<file path="config.mk">
export PLATFORM = sky130hd
export DESIGN_NAME = mhfr_resq
export DESIGN_NICKNAME = d
export VERILOG_FILES = /design/src/rtl/mhfr_pkg.sv /design/src/rtl/mhfr_resq.sv
export SDC_FILE = /design/constraint.sdc
export NUM_CORES = 1
export LEC_CHECK = 0
export BUFFER_PORTS_ARGS = -buffer_cell sky130_fd_sc_hd__buf_2
export CORE_MARGIN = 2
export CORE_UTILIZATION = 40
export CTS_CLUSTER_SIZE = 24
export DETAILED_ROUTE_END_ITERATION = 12
export PLACE_DENSITY = 0.7
export SYNTH_ARGS = -nofsm -noshare
export SYNTH_HDL_FRONTEND = slang
export SYNTH_SLANG_ARGS = --single-unit
</file>
<file path="constraint.sdc">
create_clock -name clk -period 7.4 [get_ports clk]
set_input_delay 1.11 -clock clk [delete_from_list [all_inputs] [get_ports clk]]
set_output_delay 1.11 -clock clk [all_outputs]
set_load 0.02 [all_outputs]
</file>
<file path="src/rtl/mhfr_pkg.sv">
// Shared types and constants for the magic-header frame receiver.
// No dependencies; imported by every module of the block.
package mhfr_pkg;

    // Default size of the payload store, in bytes
    localparam int MSG_DEPTH_DEF = 1024;

    // Fixed field widths
    localparam int MODE_W  = 2;
    localparam int BYTE_W  = 8;
    localparam int INDEX_W = 10;
    localparam int PHASE_W = 3;

    // Item modes
    localparam logic [MODE_W-1:0] MODE_OFFER   = 2'd0;
    localparam logic [MODE_W-1:0] MODE_READ    = 2'd1;
    localparam logic [MODE_W-1:0] MODE_RELEASE = 2'd2;

    // Parser phase codes as they show on parser_phase
    localparam logic [PHASE_W-1:0] PHASE_IDLE    = 3'd0;
    localparam logic [PHASE_W-1:0] PHASE_MAGIC1  = 3'd1;
    localparam logic [PHASE_W-1:0] PHASE_MAGIC2  = 3'd2;
    localparam logic [PHASE_W-1:0] PHASE_VERSION = 3'd3;
    localparam logic [PHASE_W-1:0] PHASE_PAYLOAD = 3'd4;
    localparam logic [PHASE_W-1:0] PHASE_HELD    = 3'd5;

    // Header and terminator bytes
    localparam logic [BYTE_W-1:0] HDR_MAGIC0   = 8'hDC;
    localparam logic [BYTE_W-1:0] HDR_MAGIC1   = 8'hCD;
    localparam logic [BYTE_W-1:0] HDR_VERSION  = 8'h01;
    localparam logic [BYTE_W-1:0] OPT_SHORT    = 8'h03;
    localparam logic [BYTE_W-1:0] OPT_LONG     = 8'h07;
    localparam logic [BYTE_W-1:0] PAYLOAD_TERM = 8'h00;

    // Result queue geometry
    localparam int RESQ_DEPTH = 3;
    localparam int RESQ_PTR_W = $clog2(RESQ_DEPTH);
    localparam int RESQ_CNT_W = $clog2(RESQ_DEPTH + 1);

    // One result word
    typedef struct packed {
        logic               accepted;
        logic               frame_ready;
        logic [BYTE_W-1:0]  read_data;
        logic [BYTE_W-1:0]  option_byte;
        logic [INDEX_W-1:0] stored_count;
        logic [PHASE_W-1:0] parser_phase;
    } res_t;

endpackage

</file>
<file path="src/rtl/mhfr_resq.sv">
// Three-entry result queue that decouples the receiver core from the output.
// Depends on mhfr_pkg (res_t, queue geometry).
module mhfr_resq
    import mhfr_pkg::*;
(
    input  logic                  clk,
    input  logic                  rst_n,
    input  logic                  push,
    input  res_t                  push_data,
    input  logic                  pop,
    output logic                  head_valid,
    output res_t                  head_data,
    output logic [RESQ_CNT_W-1:0] fill
);

    res_t                  entry_reg [RESQ_DEPTH];
    logic [RESQ_PTR_W-1:0] wr_ptr_reg, wr_ptr_next;
    logic [RESQ_PTR_W-1:0] rd_ptr_reg, rd_ptr_next;
    logic [RESQ_CNT_W-1:0] cnt_reg, cnt_next;

    function automatic logic [RESQ_PTR_W-1:0] ptr_inc(input logic [RESQ_PTR_W-1:0] p);
        ptr_inc = (p == RESQ_PTR_W'(RESQ_DEPTH - 1)) ? '0 : p + RESQ_PTR_W'(1);
    endfunction

    always_comb
    begin
        wr_ptr_next = push ? ptr_inc(wr_ptr_reg) : wr_ptr_reg;
        rd_ptr_next = pop ? ptr_inc(rd_ptr_reg) : rd_ptr_reg;
        cnt_next    = cnt_reg + RESQ_CNT_W'(push) - RESQ_CNT_W'(pop);
    end

    always_ff @(posedge clk or negedge rst_n)
    begin
        if (!rst_n)
        begin
            wr_ptr_reg <= '0;
            rd_ptr_reg <= '0;
            cnt_reg    <= '0;
        end
        else
        begin
            wr_ptr_reg <= wr_ptr_next;
            rd_ptr_reg <= rd_ptr_next;
            cnt_reg    <= cnt_next;
        end
    end

    always_ff @(posedge clk)
    begin
        if (push)
        begin
            entry_reg[wr_ptr_reg] <= push_data;
        end
    end

    assign head_valid = (cnt_reg != '0);
    assign head_data  = entry_reg[rd_ptr_reg];
    assign fill       = cnt_reg;

endmodule

</file>
==> parameters.txt <==
Parameter                              Value

Logic synthesis
  Yosys reg bits    99
  Post-Synth Adder-Cell Area    less than 1%
  Combinational family with the most area after synthesis    multiplexers
  Synth Area in Compound Gates    4.550%
  Cell type with the largest total area after synthesis    sky130_fd_sc_hd__edfxtp_1
  Post-synth top area share    between 70% and 80%
  Dominant synthesized flop cell    sky130_fd_sc_hd__edfxtp_1
  Synthesized netlist net count    259
  Async set-or-reset flop fraction in the synthesized netlist    approximately 6.1%
  Synthesized-area fraction occupied by and/or/nand/nor cells    4.185%
  Seq/Total Area, Yosys    between 70% and 80%
  Synthesized-area fraction occupied by xor and xnor cells    0.4650%
  Distinct cell type count of the synthesized netlist    22
  Synth area leaders    sky130_fd_sc_hd__edfxtp_1 74%, sky130_fd_sc_hd__mux2i_1 8.8%, sky130_fd_sc_hd__dfrtp_1 4.0%
  Number of instances in the synthesized netlist    about 220
  EDFF count, synth    93
  Portion of netlist area occupied by mux cells    roughly 8.8%
  Cell area after technology mapping    3767 µm²
  Post-synthesis average cell area    ~17 µm²
  Count of warnings emitted by yosys    0

STA
  Post-route worst hold slack    about 0.57 ns
  Portion of the clock cycle consumed by the worst path in the final layout    between 40% and 50%
  Final setup violation count    0
  Minimum clock period    roughly 3.2 ns
  Relative slew slack    roughly a fifth
  Final hold violation count    0
  Sum of negative setup slack    0 ns
  Unrepaired setup endpoints after global routing    false
  Number of slew-limit violations in the final report    0
  Maximum clock skew at final layout    approximately 0.013 ns
  Max Clock Freq    between 300 and 400 MHz
  Actual transition at the worst max-transition pin    approximately 1.2 ns

Route
  Post-DR vias/cell    about 4.8
  Vias after detailed routing    1967
  Detailed-route wire length per cell    around 15 µm
  Post-DRT Antenna Nets    0
  First DRT Iteration DRCs    66
  Total wirelength of the detailed-routed design    between 6000 and 7000 µm
  Pre-antenna DRT Iters    4
  DRC violations left    0

Run
  Max-Cap Viols    0

Floorplanning
  Die height    between 100 and 150 µm
  Std-Cell Rows    35
  Number of top-level design ports    approximately 70
  Initial core utilization    ~41%
  X dimension of the die    101.1 µm
  Placeable core region    between 9000 and 10000 µm²
  Area enclosed by the die boundary    10210 µm²

Power
  IR drop worst, VDD    ~130 µV
  Overall power consumption    1.457 mW
  Leakage power summed over all cells    1.645 nW
  Power per unit of standard cell area    ~330 nW/µm²

Outcome
  Run status    complete, no violations

Setup path
  Type of element launching the critical path    flop
  Dominant delay contributor by cell family on the critical path    flip-flops
  Crit Reg-Reg Startpoint    wr_ptr_reg[1]
  Setup slack, reg-to-reg    ~5.2 ns
  Max Fanout on Critical Path    32
  Slowest library cell on the worst path    sky130_fd_sc_hd__dfrtp_2
  Crit-path max cell delay    ~1.0 ns
  Launch point of the worst path    rd_ptr_reg[0]
  Crit path required time    roughly 6.3 ns
  Signal arrival time at the worst endpoint    around 2.1 ns
  End of the worst register-to-register path    entry_reg[0][8]
  Crit path kind    reg2out
  Type of destination of the critical path    output pin
  Worst reg-to-reg path cell count    2
  Cells along the critical path    mux2i_1 > o21ai_0 > buf_2
  Buffer and inverter count on the worst path    1

GRT
  Grt ovf    0
  Initial antenna violation count    0
  First-pass GRT wire length    approximately 9700 µm
  Number of global-route vias before repair    between 1500 and 2000
  Largest net degree at the start of global routing    65
  Overall track demand over capacity in global routing    12.85%

Placement
  Final weighted congestion in routability-driven placement    approximately 0.66
  Port Buffers    roughly 70
  Half-perimeter wire length after detailed placement    approximately 3600 µm

Clocking
  CTS resizes    0
  Clock Path Buffers    2
  Post CTS Setup Buffer Count    0
  Hold-fix buffer count after cts    0
  H-tree depth    3
  Number of clock sinks seen by CTS    99
  Number of CTS-inserted buffers    9
  Register clock-pin slew on the reported worst setup and hold paths    0.09 ns
  Insertion delay to the later sink of the worst-skew pair    around 0.35 ns
  TritonCTS clock tree    built
  Root Buffer    sky130_fd_sc_hd__clkbuf_8

Finish
  Post-synthesis to final-layout area growth    16.67%
  Max FFs per register    93
  Most common library cell in the layout ignoring fill and taps    sky130_fd_sc_hd__edfxtp_1
  Inserted Diodes    0
  Net count reported at finish    around 330
  Most frequent cells in the layout    93 x sky130_fd_sc_hd__edfxtp_1, 68 x sky130_fd_sc_hd__buf_2, 33 x sky130_fd_sc_hd__mux2i_1
  Layout cells sized above 1    30.98%

Min path
  Class of the tightest hold or removal check    in2async
-- metal layers --
layer	global-route usage, %	share of wire, %
met5	0	0
met3	3.329	4.9
met4	5.301	1.4
met1	15.53	43
met2	21.85	50
-- cells by family (layout without fill, tap and decap cells) --
group                      Yosys count  count (layout)
AOI/OAI and AO/OA                   33              33
buffers and inverters               15              90
and+or+nand+nor                     38              38
DFF                                 99              99
muxes                               33              33
xor gates and xnor gates             2               2
adders and majority gates            2               2
-- worst max path at each step --
stage,cells past startpoint,endpoint
after detailed placement,3,entry_reg[0][13]
after floorplan,1,entry_reg[0][0]
after global routing,3,head_data[30]
after CTS,3,head_data[0]
after global placement,3,entry_reg[0][9]
final,3,head_data[0]
-- per-stage QoR --
step                      setup slack (ns)  cell area, µm²  util (%)  std cells
after CTS                            4.171            4395     47.80        408
after floorplan                      3.470            3767         -        222
after global routing                 4.074            4395     47.80        408
final                                4.207            4395     47.80        408
after detailed placement             4.381            4174     45.39        392
after global placement               4.391            4174     45.39        392
-- cell type report --
| type | count | area (µm²) |
|---|---|---|
| tap | 111 | 138.9 |
| sequential | 99 | 2945 |
| multi-input combinational | 108 | 719.4 |
| fill | 817 | 4801 |
| clock inverter | 4 | 76.32 |
| inverter | 4 | 15.01 |
| clock buffer | 12 | 145.1 |
| timing repair buffer | 70 | 355.3 |
-- Yosys cell counts, types with 2 or more instances --
library cell	count
sky130_fd_sc_hd__o21ai_1	29
sky130_fd_sc_hd__nand2_1	32
sky130_fd_sc_hd__edfxtp_1	93
sky130_fd_sc_hd__o21ai_0	2
sky130_fd_sc_hd__buf_12	3
sky130_fd_sc_hd__buf_2	4
sky130_fd_sc_hd__ha_1	2
sky130_fd_sc_hd__mux2i_1	33
sky130_fd_sc_hd__nand2b_1	2
sky130_fd_sc_hd__inv_1	3
sky130_fd_sc_hd__nor3b_1	2
sky130_fd_sc_hd__dfrtp_1	6
sky130_fd_sc_hd__xnor2_1	2
-- where the power goes --
group	switching [mW]	total, mW	internal, mW
combinational	0.194	0.313	0.119
clock	0.176	0.377	0.201
sequential	0.0658	0.767	0.701
Power figures use the tool's default switching activity.
